File: config.mk
export PLATFORM = sky130hd
export DESIGN_NAME = multipart_byteranges_parser
export DESIGN_NICKNAME = d
export VERILOG_FILES = /design/src/rtl/core/mbp_pkg.sv /design/src/rtl/core/mbp_front.sv /design/src/rtl/core/mbp_back.sv /design/src/rtl/core/multipart_byteranges_parser.sv
export SDC_FILE = /design/constraint.sdc
export NUM_CORES = 2
export LEC_CHECK = 0
export BUFFER_PORTS_ARGS = -buffer_cell sky130_fd_sc_hd__buf_2
export CAP_MARGIN = 0
export CORE_AREA = 3 3 414 416
export DETAILED_ROUTE_END_ITERATION = 6
export DIE_AREA = 0 0 417 419
export HOLD_SLACK_MARGIN = 0.05
export PLACE_DENSITY = 0.54
export SYNTH_ARGS = -nofsm -noshare
export SYNTH_HDL_FRONTEND = slang
export SYNTH_SLANG_ARGS = --single-unit
File: constraint.sdc
create_clock -name clock -period 12.5 [get_ports clock]
set_input_delay 1.25 -clock clock [delete_from_list [all_inputs] [get_ports clock]]
set_output_delay 1.25 -clock clock [all_outputs]
set_load 0.05 [all_outputs]
File: src/rtl/core/mbp_pkg.sv
// Shared types, constants and character tables of the multipart byteranges parser.
package mbp_pkg;

   localparam int MaxBoundaryDefault = 72;
   localparam int QueueDepth = 2;
   localparam int NameLen = 13;

   localparam logic [7:0] ChLf = 8'd10;
   localparam logic [7:0] ChCr = 8'd13;
   localparam logic [7:0] ChDash = 8'h2d;
   localparam logic [7:0] ChColon = 8'h3a;
   localparam logic [7:0] ChSpace = 8'h20;
   localparam logic [7:0] ChPlus = 8'h2b;

   localparam logic [1:0] KindData = 2'd0;
   localparam logic [1:0] KindRange = 2'd1;
   localparam logic [1:0] KindMalformed = 2'd2;
   localparam logic [1:0] KindFraming = 2'd3;

   localparam logic RegBoundaryLength = 1'b0;
   localparam logic RegResumeLastTo = 1'b1;

   typedef struct packed {
      logic       load;
      logic [7:0] byte_value;
      logic [6:0] boundary_index;
      logic       buffer_end;
      logic       is_ws;
      logic       is_digit;
   } item_type;

   typedef struct packed {
      logic [1:0]  kind;
      logic [7:0]  data_byte;
      logic [63:0] range_from;
      logic [63:0] range_to;
   } result_type;

   function automatic logic [7:0] name_char(input logic [3:0] pos);
      logic [7:0] ch;
      case (pos)
         4'd0: ch = 8'h43;
         4'd1: ch = 8'h6f;
         4'd2: ch = 8'h6e;
         4'd3: ch = 8'h74;
         4'd4: ch = 8'h65;
         4'd5: ch = 8'h6e;
         4'd6: ch = 8'h74;
         4'd7: ch = 8'h2d;
         4'd8: ch = 8'h52;
         4'd9: ch = 8'h61;
         4'd10: ch = 8'h6e;
         4'd11: ch = 8'h67;
         4'd12: ch = 8'h65;
         default: ch = 8'h00;
      endcase
      return ch;
   endfunction

   function automatic logic [7:0] unit_char(input logic [3:0] pos);
      logic [7:0] ch;
      case (pos)
         4'd0: ch = 8'h62;
         4'd1: ch = 8'h79;
         4'd2: ch = 8'h74;
         4'd3: ch = 8'h65;
         4'd4: ch = 8'h73;
         default: ch = 8'h00;
      endcase
      return ch;
   endfunction

endpackage

File: src/rtl/core/mbp_front.sv
// Front end: accepts requests, classifies the byte and queues them for the back end.
module mbp_front (
   input  logic              clock,
   input  logic              reset,
   input  logic              req_tvalid,
   output logic              req_tready,
   input  logic [15:0]       req_tdata,
   input  logic              req_tuser,
   input  logic              req_tlast,
   output logic              head_valid,
   output mbp_pkg::item_type head_item,
   input  logic              head_pop
);
   import mbp_pkg::*;

   localparam int PtrW = $clog2(QueueDepth);

   item_type             queue_ff [QueueDepth];
   logic [PtrW-1:0]      wr_ptr_ff, wr_ptr_in, rd_ptr_ff, rd_ptr_in;
   logic [PtrW:0]        count_ff, count_in;
   item_type             new_item;
   logic                 push;

   always_comb begin
      new_item.load           = req_tuser;
      new_item.byte_value     = req_tdata[7:0];
      new_item.boundary_index = req_tdata[14:8];
      new_item.buffer_end     = req_tlast;
      new_item.is_ws          = (req_tdata[7:0] == ChSpace) ||
                                (req_tdata[7:0] >= 8'd9 && req_tdata[7:0] <= 8'd13);
      new_item.is_digit       = (req_tdata[7:0] >= 8'h30) && (req_tdata[7:0] <= 8'h39);
   end

   assign req_tready = (count_ff != (PtrW+1)'(QueueDepth));
   assign push       = req_tvalid && req_tready;
   assign head_valid = (count_ff != '0);
   assign head_item  = queue_ff[rd_ptr_ff];

   always_comb begin
      wr_ptr_in = push ? wr_ptr_ff + 1'b1 : wr_ptr_ff;
      rd_ptr_in = head_pop ? rd_ptr_ff + 1'b1 : rd_ptr_ff;
      count_in  = count_ff + (PtrW+1)'(push) - (PtrW+1)'(head_pop);
   end

   always_ff @(posedge clock) begin
      if (reset) begin
         wr_ptr_ff <= '0;
         rd_ptr_ff <= '0;
         count_ff  <= '0;
      end else begin
         wr_ptr_ff <= wr_ptr_in;
         rd_ptr_ff <= rd_ptr_in;
         count_ff  <= count_in;
      end
   end

   always_ff @(posedge clock) begin
      if (push) begin
         queue_ff[wr_ptr_ff] <= new_item;
      end
   end

endmodule

File: src/rtl/core/mbp_back.sv
// Back end: boundary store, parse state machine and registered result stage.
module mbp_back #(
   parameter int MaxBoundary = mbp_pkg::MaxBoundaryDefault
) (
   input  logic                clock,
   input  logic                reset,
   input  logic                head_valid,
   input  mbp_pkg::item_type   head_item,
   output logic                head_pop,
   input  logic [6:0]          boundary_length,
   input  logic [63:0]         resume_last_to,
   output logic                rsp_tvalid,
   input  logic                rsp_tready,
   output mbp_pkg::result_type rsp_result
);
   import mbp_pkg::*;

   localparam int AW = $clog2(MaxBoundary);
   localparam int PW = $clog2(MaxBoundary + 2);

   localparam logic [3:0] PhBound      = 4'd0;
   localparam logic [3:0] PhFieldStart = 4'd1;
   localparam logic [3:0] PhField      = 4'd2;
   localparam logic [3:0] PhHdrEnd     = 4'd3;
   localparam logic [3:0] PhValStart   = 4'd4;
   localparam logic [3:0] PhVal        = 4'd5;
   localparam logic [3:0] PhValEnd     = 4'd6;
   localparam logic [3:0] PhData       = 4'd7;
   localparam logic [3:0] PhEnd        = 4'd8;

   localparam logic [3:0] VpWsF   = 4'd5;
   localparam logic [3:0] VpSignF = 4'd6;
   localparam logic [3:0] VpDigF  = 4'd7;
   localparam logic [3:0] VpWsT   = 4'd8;
   localparam logic [3:0] VpSignT = 4'd9;
   localparam logic [3:0] VpDigT  = 4'd10;
   localparam logic [3:0] VpDone  = 4'd11;
   localparam logic [3:0] VpBad   = 4'd12;

   logic [7:0]    store_mem [MaxBoundary];
   logic [7:0]    rd_data_ff;
   logic [7:0]    byte0_ff;

   logic [3:0]    phase_ff, phase_in;
   logic [PW-1:0] pos_ff, pos_in;
   logic [3:0]    fmp_ff, fmp_in;
   logic          fmm_ff, fmm_in;
   logic [3:0]    vp_ff, vp_in;
   logic [63:0]   from_ff, from_in, to_ff, to_in, rem_ff, rem_in;
   logic          drop_ff, drop_in;

   logic          out_valid_ff;
   result_type    out_ff;
   logic          emit;
   result_type    res;

   logic          wr_en;
   logic [AW-1:0] wr_addr, rd_addr;
   logic [PW-1:0] len;
   logic [7:0]    c, sb;
   logic          go, ferr;
   logic [67:0]   acc;
   logic [63:0]   acc_val;

   assign head_pop   = head_valid && (!out_valid_ff || rsp_tready);
   assign rsp_tvalid = out_valid_ff;
   assign rsp_result = out_ff;

   assign c       = head_item.byte_value;
   assign wr_en   = head_pop && head_item.load &&
                    ({2'b00, head_item.boundary_index} < 9'(MaxBoundary));
   assign wr_addr = AW'(head_item.boundary_index);
   assign rd_addr = ({1'b0, pos_in} < (PW+1)'(MaxBoundary)) ? AW'(pos_in) : '0;

   always_comb begin
      if ({2'b00, boundary_length} > 9'(MaxBoundary)) begin
         len = PW'(MaxBoundary);
      end else begin
         len = PW'(boundary_length);
      end
   end

   // Decimal accumulate: v*10 + d, saturating when it leaves 64 bits.
   always_comb begin
      if (vp_ff == VpDigT) begin
         acc = ({4'b0, to_ff} << 3) + ({4'b0, to_ff} << 1) + 68'(c[3:0]);
      end else begin
         acc = ({4'b0, from_ff} << 3) + ({4'b0, from_ff} << 1) + 68'(c[3:0]);
      end
      acc_val = (acc[67:64] != 4'd0) ? 64'hffff_ffff_ffff_ffff : acc[63:0];
   end

   always_comb begin
      phase_in = phase_ff;
      pos_in   = pos_ff;
      fmp_in   = fmp_ff;
      fmm_in   = fmm_ff;
      vp_in    = vp_ff;
      from_in  = from_ff;
      to_in    = to_ff;
      rem_in   = rem_ff;
      drop_in  = drop_ff;
      emit     = 1'b0;
      ferr     = 1'b0;
      go       = 1'b0;
      sb       = 8'd0;
      res      = '0;
      if (head_pop && !head_item.load) begin
         if (drop_ff) begin
            if (head_item.buffer_end) begin
               drop_in = 1'b0;
            end
         end else begin
            go = 1'b1;
         end
      end

      if (go && phase_in == PhData) begin
         if (rem_ff != 64'd0) begin
            rem_in = rem_ff - 64'd1;
            if (rem_ff == 64'd1) begin
               phase_in = PhBound;
               pos_in   = '0;
            end
            emit          = 1'b1;
            res.kind      = KindData;
            res.data_byte = c;
            go            = 1'b0;
         end else begin
            phase_in = PhBound;
            pos_in   = '0;
         end
      end

      if (go && phase_in == PhBound) begin
         go = 1'b0;
         if ({1'b0, pos_in} > {1'b0, len} + 1'b1) begin
            pos_in = '0;
         end
         sb = (pos_in == '0) ? byte0_ff : rd_data_ff;
         if (pos_in == len) begin
            if (c != ChCr && c != ChDash) begin
               ferr = 1'b1;
            end else begin
               pos_in = pos_in + 1'b1;
            end
         end else if ({1'b0, pos_in} == {1'b0, len} + 1'b1) begin
            if (c != ChLf && c != ChDash) begin
               ferr = 1'b1;
            end else begin
               pos_in   = '0;
               phase_in = (c == ChDash) ? PhEnd : PhFieldStart;
            end
         end else if (c != sb) begin
            if (c != ChCr && c != ChLf) begin
               ferr = 1'b1;
            end
         end else begin
            pos_in = pos_in + 1'b1;
         end
      end

      if (go && phase_in == PhFieldStart) begin
         fmp_in   = 4'd0;
         fmm_in   = 1'b0;
         phase_in = PhField;
      end

      if (go && phase_in == PhField) begin
         go = 1'b0;
         if (c == ChCr) begin
            phase_in = PhHdrEnd;
         end else if (c == ChColon) begin
            phase_in = PhValStart;
         end else if (!fmm_in && fmp_in < 4'(NameLen) && c == name_char(fmp_in)) begin
            fmp_in = fmp_in + 4'd1;
         end else begin
            fmm_in = 1'b1;
         end
      end

      if (go && phase_in == PhHdrEnd) begin
         go = 1'b0;
         if (c != ChLf) begin
            ferr = 1'b1;
         end else begin
            phase_in = PhData;
         end
      end

      if (go && phase_in == PhValStart) begin
         vp_in   = 4'd0;
         from_in = 64'd0;
         to_in   = 64'd0;
         if (c == ChSpace) begin
            go = 1'b0;
         end else begin
            phase_in = PhVal;
         end
      end

      if (go && phase_in == PhVal) begin
         go = 1'b0;
         if (c != ChCr) begin
            if (vp_in < 4'd5) begin
               vp_in = (c == unit_char(vp_in)) ? vp_in + 4'd1 : VpBad;
            end else if (vp_in == VpWsF || vp_in == VpWsT) begin
               if (head_item.is_ws) begin
                  vp_in = vp_in;
               end else if (c == ChPlus) begin
                  vp_in = (vp_in == VpWsT) ? VpSignT : VpSignF;
               end else if (head_item.is_digit) begin
                  if (vp_in == VpWsT) begin
                     to_in = 64'(c[3:0]);
                     vp_in = VpDigT;
                  end else begin
                     from_in = 64'(c[3:0]);
                     vp_in   = VpDigF;
                  end
               end else begin
                  vp_in = VpBad;
               end
            end else if (vp_in == VpSignF || vp_in == VpSignT) begin
               if (head_item.is_digit) begin
                  if (vp_in == VpSignT) begin
                     to_in = 64'(c[3:0]);
                     vp_in = VpDigT;
                  end else begin
                     from_in = 64'(c[3:0]);
                     vp_in   = VpDigF;
                  end
               end else begin
                  vp_in = VpBad;
               end
            end else if (vp_in == VpDigF) begin
               if (head_item.is_digit) begin
                  from_in = acc_val;
               end else begin
                  vp_in = (c == ChDash) ? VpWsT : VpBad;
               end
            end else if (vp_in == VpDigT) begin
               if (head_item.is_digit) begin
                  to_in = acc_val;
               end else begin
                  vp_in = VpDone;
               end
            end
         end else begin
            phase_in = PhValEnd;
            if (!fmm_in && fmp_in == 4'(NameLen)) begin
               if (vp_in != VpDigT && vp_in != VpDone) begin
                  rem_in   = 64'd0;
                  emit     = 1'b1;
                  res.kind = KindMalformed;
               end else begin
                  rem_in = to_in - from_in + 64'd1;
                  if (to_in != resume_last_to) begin
                     emit           = 1'b1;
                     res.kind       = KindRange;
                     res.range_from = from_in;
                     res.range_to   = to_in;
                  end
               end
            end
         end
      end

      if (go && phase_in == PhValEnd) begin
         go = 1'b0;
         if (c != ChLf) begin
            ferr = 1'b1;
         end else begin
            phase_in = PhFieldStart;
         end
      end

      if (ferr) begin
         emit     = 1'b1;
         res      = '0;
         res.kind = KindFraming;
         if (!head_item.buffer_end) begin
            drop_in = 1'b1;
         end
      end
   end

   always_ff @(posedge clock) begin
      if (reset) begin
         phase_ff     <= PhBound;
         pos_ff       <= '0;
         fmp_ff       <= 4'd0;
         fmm_ff       <= 1'b0;
         vp_ff        <= 4'd0;
         from_ff      <= 64'd0;
         to_ff        <= 64'd0;
         rem_ff       <= 64'd0;
         drop_ff      <= 1'b0;
         out_valid_ff <= 1'b0;
      end else begin
         phase_ff <= phase_in;
         pos_ff   <= pos_in;
         fmp_ff   <= fmp_in;
         fmm_ff   <= fmm_in;
         vp_ff    <= vp_in;
         from_ff  <= from_in;
         to_ff    <= to_in;
         rem_ff   <= rem_in;
         drop_ff  <= drop_in;
         if (head_pop && emit) begin
            out_valid_ff <= 1'b1;
         end else if (rsp_tready) begin
            out_valid_ff <= 1'b0;
         end
      end
   end

   always_ff @(posedge clock) begin
      if (head_pop && emit) begin
         out_ff <= res;
      end
   end

   // Prefetch the entry at the next position; forward a load to the same entry.
   always_ff @(posedge clock) begin
      if (wr_en) begin
         store_mem[wr_addr] <= c;
      end
      if (wr_en && wr_addr == rd_addr) begin
         rd_data_ff <= c;
      end else begin
         rd_data_ff <= store_mem[rd_addr];
      end
      if (wr_en && wr_addr == '0) begin
         byte0_ff <= c;
      end
   end

endmodule

File: src/rtl/core/multipart_byteranges_parser.sv
// Top level of the multipart/byteranges body parser: CSR port, front end and back end.
// A request's result appears on rsp once it has left the queue and the parse stage has loaded
// the output register; a load or silent byte gives none.
// Throughput: one request per cycle while rsp_tready holds, set by the parse step in the
// back end, which also does the decimal accumulate and the boundary store prefetch.
// Reset: synchronous, active high; clears phase, counters and queue, not the boundary store.
module multipart_byteranges_parser #(
   parameter int MaxBoundary = mbp_pkg::MaxBoundaryDefault
) (
   input  logic         clock,
   input  logic         reset,
   input  logic         req_tvalid,
   output logic         req_tready,
   input  logic [15:0]  req_tdata,   // [7:0] byte_value, [14:8] boundary_index, [15] zero
   input  logic         req_tuser,   // [0] operation (1 = load boundary byte)
   input  logic         req_tlast,   // buffer_end
   output logic         rsp_tvalid,
   input  logic         rsp_tready,
   output logic [135:0] rsp_tdata,   // [7:0] data_byte, [71:8] range_from, [135:72] range_to
   output logic [1:0]   rsp_tuser,   // [1:0] kind
   input  logic         csr_psel,
   input  logic         csr_penable,
   input  logic         csr_pwrite,
   input  logic [3:0]   csr_paddr,
   input  logic [63:0]  csr_pwdata,
   output logic [63:0]  csr_prdata,
   output logic         csr_pready
);
   import mbp_pkg::*;

   logic [6:0]  boundary_length_ff;
   logic [63:0] resume_last_to_ff;
   logic        cfg_write;
   logic        head_valid, head_pop;
   item_type    head_item;
   result_type  result;

   // Register decode uses address bit 3 only: register 0 at 0, register 1 at 8.
   assign csr_pready = 1'b1;
   assign cfg_write  = csr_psel && csr_penable && csr_pwrite;
   assign csr_prdata = (csr_paddr[3] == RegResumeLastTo) ? resume_last_to_ff
                                                         : {57'd0, boundary_length_ff};

   always_ff @(posedge clock) begin
      if (reset) begin
         boundary_length_ff <= 7'd1;
         resume_last_to_ff  <= 64'd0;
      end else if (cfg_write) begin
         if (csr_paddr[3] == RegBoundaryLength) begin
            boundary_length_ff <= csr_pwdata[6:0];
         end else begin
            resume_last_to_ff <= csr_pwdata;
         end
      end
   end

   // Front: take each request and classify it into the queue.
   mbp_front u_front (
      .clock      (clock),
      .reset      (reset),
      .req_tvalid (req_tvalid),
      .req_tready (req_tready),
      .req_tdata  (req_tdata),
      .req_tuser  (req_tuser),
      .req_tlast  (req_tlast),
      .head_valid (head_valid),
      .head_item  (head_item),
      .head_pop   (head_pop)
   );

   // Back: advance the parse state and hold each result until taken.
   mbp_back #(
      .MaxBoundary (MaxBoundary)
   ) u_back (
      .clock           (clock),
      .reset           (reset),
      .head_valid      (head_valid),
      .head_item       (head_item),
      .head_pop        (head_pop),
      .boundary_length (boundary_length_ff),
      .resume_last_to  (resume_last_to_ff),
      .rsp_tvalid      (rsp_tvalid),
      .rsp_tready      (rsp_tready),
      .rsp_result      (result)
   );

   assign rsp_tuser = result.kind;
   assign rsp_tdata = {result.range_to, result.range_from, result.data_byte};

endmodule

After elaboration in Yosys (flattened, before gate mapping) --
Memories as Yosys holds them, arrays and structs flattened. A register that Yosys moved wholly into a read port is not among the register bits. Cells that the tools add are included.
Operators by class: add/subtract/negate cells 15, $lt $le $gt $ge 10, equality and inequality tests 38, mux-type cells 157, bitwise gates (word level) 6, reductions and logical operators 46
Operators with widths (number):
- $mux W64 | 37
- $mux W4 | 43
- $add A67 B65 Y68 | 2
- $add A68 B4 Y68 | 2
- $mux W7 | 13
- $mux W68 | 1
- $add A64 B1 Y64 const B | 1
- $eq A64 B1 Y1 const B | 1
- $mux W8 | 8
- $ne A64 B64 Y1 | 1
- $reduce_bool A64 Y1 | 1
- $sub A64 B1 Y64 const B | 1
- $sub A64 B64 Y64 | 1
- $mux W1 | 47
- $eq A8 B6 Y1 const B | 5
- $pmux W7 S5 | 1
- $eq A4 B3 Y1 const B | 8
- $logic_and A1 B1 Y1 | 26
- $eq A4 B4 Y1 const B | 5
- $eq A4 B2 Y1 const B | 4
- $eq A8 B8 Y1 | 2
- $ne A8 B4 Y1 const B | 2
- $logic_not A7 Y1 | 2
- $lt A7 B7 Y1 const B | 2
- other kinds (34) | 56
Storage, ports and cells: bits in registers 435, RAM bits 614, bits in read-only memories 112, bits of input ports 93, output and inout port bits 205, word-level logic and storage cells 295, memories kept 3
Memories:
- u_back.store_mem | depth 72, bits a word 8, read ports 1, clocked after Yosys merged registers in 1, write ports 1, RTL line mbp_back.sv:40 | logic [7:0] store_mem [MaxBoundary];
- (no name shown) | depth 16, bits a word 7, read ports 1, clocked after Yosys merged registers in 0, write ports 0, RTL line mbp_pkg.sv:41 | case (pos)
- u_front.queue_ff | depth 2, bits a word 19, read ports 1, clocked after Yosys merged registers in 1, write ports 1, RTL line mbp_front.sv:18 | item_type queue_ff [QueueDepth];

Depth between registers and ports, before layout --
depth after elaboration 36, gate-level depth with buffers 30, depth with buffers taken out 26

Cells and area by module --
A second synthesis with hierarchy kept.
Unflattened totals: cell total of the unflattened synthesis 5586, area, all modules 60483.0 um2
Modules (own cells, without submodules):
- mbp_back | times used 1, cells each 5117, area each 55080.3 um2, seq. area each 26105.0 um2
- multipart_byteranges_parser | times used 1, cells each 376, area each 3692.3 um2, seq. area each 1421.4 um2
- mbp_front | times used 1, cells each 93, area each 1710.4 um2, seq. area each 1241.2 um2

Worst setup path before layout --
No wires, ideal clock.
kind in2reg, start point input port rsp_tready, end point register u_back.out_ff (netlist bit u_back.rsp_result[0]) (enable), library setup time 1803 ps, arrival 9687 ps, required time 10697 ps, slack 1010 ps, cell stages on the path 23, buffers on the path 3, cell sequence nor2b_1 > or4_1 > nor3_1 > and4_1 > buf_2 > nor2_1 > ha_1 > a21o_1 > a21o_1 > a2111oi_0 > or2_2 > clkbuf_1 > nand2_1 > ha_1 > o31a_1 > buf_4 > mux2i_1 > xnor2_1 > or4_1 > nor3_4 > o21ba_2 > o22a_1 > nand4_1
Between the ends: cells in the longest elaborated chain, start to end 33, elaborated cells on any way between the ends 96
RTL lines:
- start, declared | RTL line multipart_byteranges_parser.sv:18 | input logic rsp_tready,
- $logic_or A1 B1 Y1 * | RTL line mbp_back.sv:65 | assign head_pop = head_valid && (!out_valid_ff || rsp_tready);
- $logic_and A1 B1 Y1 * | RTL line mbp_back.sv:65
- $logic_and A1 B1 Y1 | RTL line mbp_back.sv:108 | if (head_pop && !head_item.load) begin
- $mux W1 | RTL line mbp_back.sv:108
- $logic_and A1 B1 Y1 | RTL line mbp_back.sv:118 | if (go && phase_in == PhData) begin
- $mux W7 | RTL line mbp_back.sv:118
- $gt A7 B8 Y1 | RTL line mbp_back.sv:137 | if ({1'b0, pos_in} > {1'b0, len} + 1'b1) begin
- $mux W7 | RTL line mbp_back.sv:137
- [17 not listed]
- $mux W4 (tied with other cells) | RTL line mbp_back.sv:169 | if (go && phase_in == PhField) begin
- $eq A4 B4 Y1 (tied with other cells) | RTL line mbp_back.sv:250 | if (!fmm_in && fmp_in == 4'(NameLen)) begin
- $logic_and A1 B1 Y1 (tied with other cells) | RTL line mbp_back.sv:250
- $mux W1 / $eq A4 B3 Y1 (equally long branches) | RTL line mbp_back.sv:250, mbp_back.sv:268
- $mux W1 / $logic_and A1 B1 Y1 (equally long branches) | RTL line mbp_back.sv:204, mbp_back.sv:268
- $mux W1, on equally long branches | RTL line mbp_back.sv:202, mbp_back.sv:268
- $mux W1 | RTL line mbp_back.sv:277 | if (ferr) begin
- $logic_and A1 B1 Y1 * | RTL line mbp_back.sv:318 | if (head_pop && emit) begin
- end signal, assigned | RTL line mbp_back.sv:319 | out_ff <= res;
- end, declared | RTL line mbp_back.sv:53 | result_type out_ff;
Mark *: on every way between the ends. The rest lies on a longest branch, timed or not. The select of a mux whose other input is x is not followed. A chain may end at the register's enable or synchronous reset.

Worst setup path in the final report --
start point register u_back.rem_ff[53], end point register u_back.out_ff (netlist bit u_back.rsp_result[101]) (enable)
Between the ends: cells in the longest elaborated chain, start to end 31, elaborated cells on any way between the ends 98
RTL lines:
- start, declared | RTL line mbp_back.sv:49 | logic [63:0] from_ff, from_in, to_ff, to_in, rem_ff, rem_in;
- start signal, assigned | RTL line mbp_back.sv:307 | rem_ff <= rem_in;
- $eq A64 B1 Y1 | RTL line mbp_back.sv:121 | if (rem_ff == 64'd1) begin
- $mux W7 | RTL line mbp_back.sv:121
- $mux W7 | RTL line mbp_back.sv:119 | if (rem_ff != 64'd0) begin
- $mux W7 | RTL line mbp_back.sv:118
- $gt A7 B8 Y1 | RTL line mbp_back.sv:137
- $mux W7 | RTL line mbp_back.sv:137
- $mux W7 | RTL line mbp_back.sv:135 | if (go && phase_in == PhBound) begin
- $eq A7 B8 Y1 | RTL line mbp_back.sv:147 | end else if ({1'b0, pos_in} == {1'b0, len} + 1'b1) begin
- [15 not listed]
- $mux W4 (tied with other cells) | RTL line mbp_back.sv:169
- $eq A4 B4 Y1 (tied with other cells) | RTL line mbp_back.sv:250
- $logic_and A1 B1 Y1 (tied with other cells) | RTL line mbp_back.sv:250
- $mux W1 / $eq A4 B3 Y1 (equally long branches) | RTL line mbp_back.sv:250, mbp_back.sv:268
- $mux W1 / $logic_and A1 B1 Y1 (equally long branches) | RTL line mbp_back.sv:204, mbp_back.sv:268
- $mux W1, on equally long branches | RTL line mbp_back.sv:202, mbp_back.sv:268
- $mux W1 * | RTL line mbp_back.sv:277
- $logic_and A1 B1 Y1 * | RTL line mbp_back.sv:318
Marked as above.

==> results.txt <==
The number of nets in the synthesized netlist is just under 6000. The final standard cell area without fillers came out at 66500 um2. The standby leakage power is 25.8 nW. The transition time at the pin with the least slew margin is 1.16 ns. The placer's final routability congestion estimate came out at around 0.95. Of the cells placed in the final design, the portion with a size suffix greater than 1 is 0.143.

Setup repair after global routing left no endpoint under its margin. The first global-routing pass estimated 296 mm of wire. The synthesized area came out at 58800 um2. The average instance in the mapped netlist occupies 11.1 um2.

The post-cts repair resize count came out at 0. The endpoint class of the critical path is a register. The flow ran to the end, and the final reports show no timing, DRC or antenna violations. The delay contributed by the slowest stage of the critical path came out at 0.72 ns.

Ranked by total cell area, the synthesized netlist is headed by sky130_fd_sc_hd__edfxtp_1 39%, sky130_fd_sc_hd__dfxtp_1 10%, sky130_fd_sc_hd__ha_1 8.6%. Clock tree synthesis inserted a total of 116 buffers. By instance count, the leading cell after synthesis is sky130_fd_sc_hd__edfxtp_1. The proportion of register bits with asynchronous set or reset after synthesis came out at 0. The tree is rooted in a sky130_fd_sc_hd__clkbuf_16.

The via count of the first global-routing pass was 43400. The worst reg2reg path depth came out at 22. The number of hold buffers added after CTS was 0.

The type of the most critical hold path is reg2reg. The number of hold violations in the final report came to 0. The clock edge transition at the registers on the reported setup and hold paths is 0.06 ns. The post-CTS setup repair buffer count is 0. In this run the standard cell core region covers about 170000 um2. Traced cell by cell, the critical path runs through or4_4 -> or4_4 -> nor4_4 -> nand4_1 -> and2_1 -> ha_1 -> nand4_1 -> a21oi_1 -> a2111oi_0 -> nor2_1 -> nor2_1 -> nand2_1 -> ha_1 -> o31a_1 -> mux2i_1 -> xnor2_1 -> or4_1 -> nor3_4 -> o21ba_2 -> o22a_1 -> nand4_1 -> buf_12. In the synthesized netlist the dominant register cell turns out to be sky130_fd_sc_hd__edfxtp_1.

The critical path is of the reg2reg type. Among cell families on the critical path, the largest total delay comes from simple AND/OR/NAND/NOR gates. The minimum period implied by the final worst setup slack came out at 8.90 ns. The worst vdd rail ir drop is 0.127 mV. Setup violations remaining at the end of the flow were counted as 0. The count of flip-flops with a built-in enable after synthesis is 760.

The number of vias in the routed layout is 44800. The register area is ~29000 um2. The count of pins over their slew limit is 0. The filler cell count in the final layout is between 15000 and 20000. The multi-input combinational cells in the finished layout cover a total of ~28000 um2. In this run, the number of DRC markers left after iteration 0 of detailed routing was just under 4000. The overall overflow remaining after global route is 0. The average vias per placed instance is 5.73. The count of input and output buffers is 292. The most repeated library cell on the critical path is sky130_fd_sc_hd__nand4_1. The portion of the post-synthesis area used by sequential elements is 0.489.

The floorplan row count came out at 150. The power density of the placed cells is between 100 and 150 nW/um2. The commonest cells after synthesis are 760 x sky130_fd_sc_hd__edfxtp_1, 535 x sky130_fd_sc_hd__nand2_1, 404 x sky130_fd_sc_hd__ha_1.

In this run the most critical hold path is launched from resume_last_to_ff[63]. The total placed instance area came out at around 63000 um2. For the final routed database, the setup TNS stands at 0 ns. The vertical die dimension came out at around 420 um. Compared with the post-synthesis result, the final layout area differs by 13.0%. The total half-perimeter wirelength after legalization and detailed placement came out at 150 mm. For this block, the routed nets add up to 204 mm of wire.

After synthesis the netlist holds a flip-flop and latch count of 1057. The worst register-to-register path ends at u_back.rsp_result[101]. The endpoint required time on the critical path came out at 12.84 ns. The share of synthesized area in the top cell type comes to 0.388. For the worst-skew pair, the clock arrives at the later sink with an insertion delay of approximately 0.8 ns. TritonCTS built the clock tree.

The starting utilization of the core area is 0.351. The peak fanout along the critical path came out at 127. The achievable frequency is 112 MHz. The number of warnings printed during yosys synthesis is 0.

The count of maximum capacitance violations is 0. The first detailed-routing pass ran for 5 iterations. The net count of the finished layout came out at approximately 6000. The maximum number of buffers from clock root to sink is 3. The total clock sinks is ~1100. The register-to-register setup slack came out at 3.60 ns. Among all stages on the critical path, the largest delay is contributed by sky130_fd_sc_hd__nand4_1.

For the worst setup path, the data arrival time is 9.24 ns. After detailed routing, the average wire length per cell comes to 26.1 um. Across the routed clock network, the largest skew measured is roughly 0.075 ns. The aggregate global-route resource usage is 0.228. The largest net degree at the start of global routing came out at 130. The number of top-level pins came out at 298. In this run the critical register-to-register path is launched from u_back.rem_ff[53]. The area enclosed by the die boundary came out at 175000 um2. The library cell with the largest summed area after synthesis is sky130_fd_sc_hd__edfxtp_1. The share of the clock period used by the worst path is 0.712.

The number of library cell types mapped by synthesis is 98. The H-tree was split into 3 levels. Headroom to the max-slew limit came out at 0.224.

The cell depth of the worst hold path came out at 2. The number of buffer and inverter stages on the critical path came out at 1. The worst setup path is launched from a register. The post-detailed-route DRC marker count came out at 0.

Once detail routing completed, the nets flagged for antenna violations numbered 0. The initial antenna violation count came to 28. The path with the worst hold slack has its endpoint at resume_last_to_ff[63].

The synthesized netlist cell count is 5296. Measured along the x axis, the die boundary spans between 400 and 500 um.
[worst register-to-register path: cells and delay by family (launching register included)]
family	cells	cell delay, ns
AO/OA/AOI/OAI	5	1.12
XOR/XNOR	1	0.07
buffers and inverters	1	0.51
AND/OR/NAND/NOR	12	5.51
flip-flops	1	0.35
multiplexers	1	0.27
adder cells (fa/ha/maj)	2	0.46
[worst max-delay path by stage]
stage,from,endpoint,cells past startpoint
after global placement,rsp_tready,u_back.rsp_result[36],23
after floorplan,rsp_tready,u_back.rsp_result[0],23
final,u_back.rem_ff[53],u_back.rsp_result[101],22
after global routing,register,u_back.rsp_result[95],23
after detailed placement,rsp_tready,u_back.rsp_result[36],23
after CTS,register,u_back.rsp_result[96],23
[where the power goes]
part           switching, mW  total [mW]  leakage [nW]  internal [mW]
combinational           1.22        1.58          14.6          0.355
clock                   1.52        3.50          1.88           1.98
sequential            0.0992        4.28          9.32           4.18
[cell type report]
| class | count | share of cell area |
|---|---|---|
| Inverter | 177 | 0.0100 |
| Timing Repair Buffer | 352 | 0.0296 |
| Multi-Input combinational cell | 3789 | 0.427 |
| Antenna cell | 20 | 0.000753 |
| Clock buffer | 142 | 0.0455 |
| Tap cell | 2204 | 0.0415 |
| Sequential cell | 1057 | 0.433 |
| Clock inverter | 77 | 0.0127 |
[layer usage]
layer  GRT usage  vias up  wire length (um)
li1            -    20500                 -
met1       0.296    22400             86100
met2       0.369     1510             96700
met3      0.0425      324             13000
met4       0.102        6              8570
met5           0        -                39
[stage by stage]
stage	total power [mW]	setup slack (ns)	std cells	utilization	hold WS, ns
5_1_grt	9.69	3.03	7812	0.396	0.506
3_5_place_dp	5.95	3.38	7579	0.373	0.469
2_1_floorplan	5.41	1.01	5296	-	0.449
3_3_place_gp	5.92	3.31	7579	0.373	0.463
4_1_cts	9.46	3.61	7798	0.396	0.479
6_report	9.35	3.60	7818	0.397	0.478
[kinds of logic (layout without fill, tap and decap cells)]
| logic type | count (synthesis) | count (layout) | synth area share |
|---|---|---|---|
| AO/OA/AOI/OAI | 1193 | 1193 | 0.136 |
| XOR/XNOR | 277 | 277 | 0.0415 |
| adder cells (fa/ha/maj) | 409 | 409 | 0.0877 |
| buffers and inverters | 450 | 748 | 0.0299 |
| flip-flops | 1057 | 1057 | 0.489 |
| multiplexers | 254 | 254 | 0.0821 |
| other | 1 | 21 | 0.0000638 |
| AND/OR/NAND/NOR | 1655 | 1655 | 0.134 |
[cells in the final DEF, fill, tap and decap left out, types with 24 or more instances in the layout]
| master | n |
|---|---|
| sky130_fd_sc_hd__edfxtp_1 | 760 |
| sky130_fd_sc_hd__nand2_1 | 533 |
| sky130_fd_sc_hd__ha_1 | 404 |
| sky130_fd_sc_hd__nor2_1 | 392 |
| sky130_fd_sc_hd__a21oi_1 | 327 |
| sky130_fd_sc_hd__dfxtp_1 | 293 |
| sky130_fd_sc_hd__buf_2 | 291 |
| sky130_fd_sc_hd__o21ai_0 | 182 |
| sky130_fd_sc_hd__mux4_2 | 181 |
| sky130_fd_sc_hd__nor3_1 | 173 |
| sky130_fd_sc_hd__xnor2_1 | 171 |
| sky130_fd_sc_hd__inv_1 | 167 |
| sky130_fd_sc_hd__a21o_1 | 147 |
| sky130_fd_sc_hd__nand3_1 | 124 |
| sky130_fd_sc_hd__clkbuf_16 | 116 |
| sky130_fd_sc_hd__xor2_1 | 105 |
| sky130_fd_sc_hd__and2_1 | 80 |
| sky130_fd_sc_hd__nor4_1 | 61 |
| sky130_fd_sc_hd__o211ai_1 | 61 |
| sky130_fd_sc_hd__buf_4 | 57 |
| sky130_fd_sc_hd__a31oi_1 | 52 |
| sky130_fd_sc_hd__mux2i_1 | 51 |
| sky130_fd_sc_hd__a211oi_1 | 50 |
| sky130_fd_sc_hd__nand4_1 | 49 |
| sky130_fd_sc_hd__nand2b_1 | 41 |
| sky130_fd_sc_hd__o221ai_1 | 37 |
| sky130_fd_sc_hd__and3_1 | 36 |
| sky130_fd_sc_hd__o21a_1 | 34 |
| sky130_fd_sc_hd__nor2b_1 | 32 |
| sky130_fd_sc_hd__o21bai_1 | 32 |
| sky130_fd_sc_hd__o22ai_1 | 29 |
| sky130_fd_sc_hd__or3_1 | 26 |
| sky130_fd_sc_hd__a32oi_1 | 26 |
| sky130_fd_sc_hd__clkinv_1 | 24 |
[registers in the layout (all words and copies together), names as in the netlist, 2 cells and up, named ones only]
| signal | cells |
|---|---|
| boundary_length_ff | 7 |
| resume_last_to_ff | 64 |
| u_back.byte0_ff | 8 |
| u_back.fmp_ff | 4 |
| u_back.from_ff | 64 |
| u_back.phase_ff | 4 |
| u_back.pos_ff | 7 |
| u_back.rem_ff | 64 |
| u_back.rsp_result | 138 |
| u_back.store_mem | 576 |
| u_back.to_ff | 64 |
| u_back.vp_ff | 4 |
| u_front.count_ff | 2 |
| u_front.queue_ff | 38 |
Power figures use the tool's default switching activity.
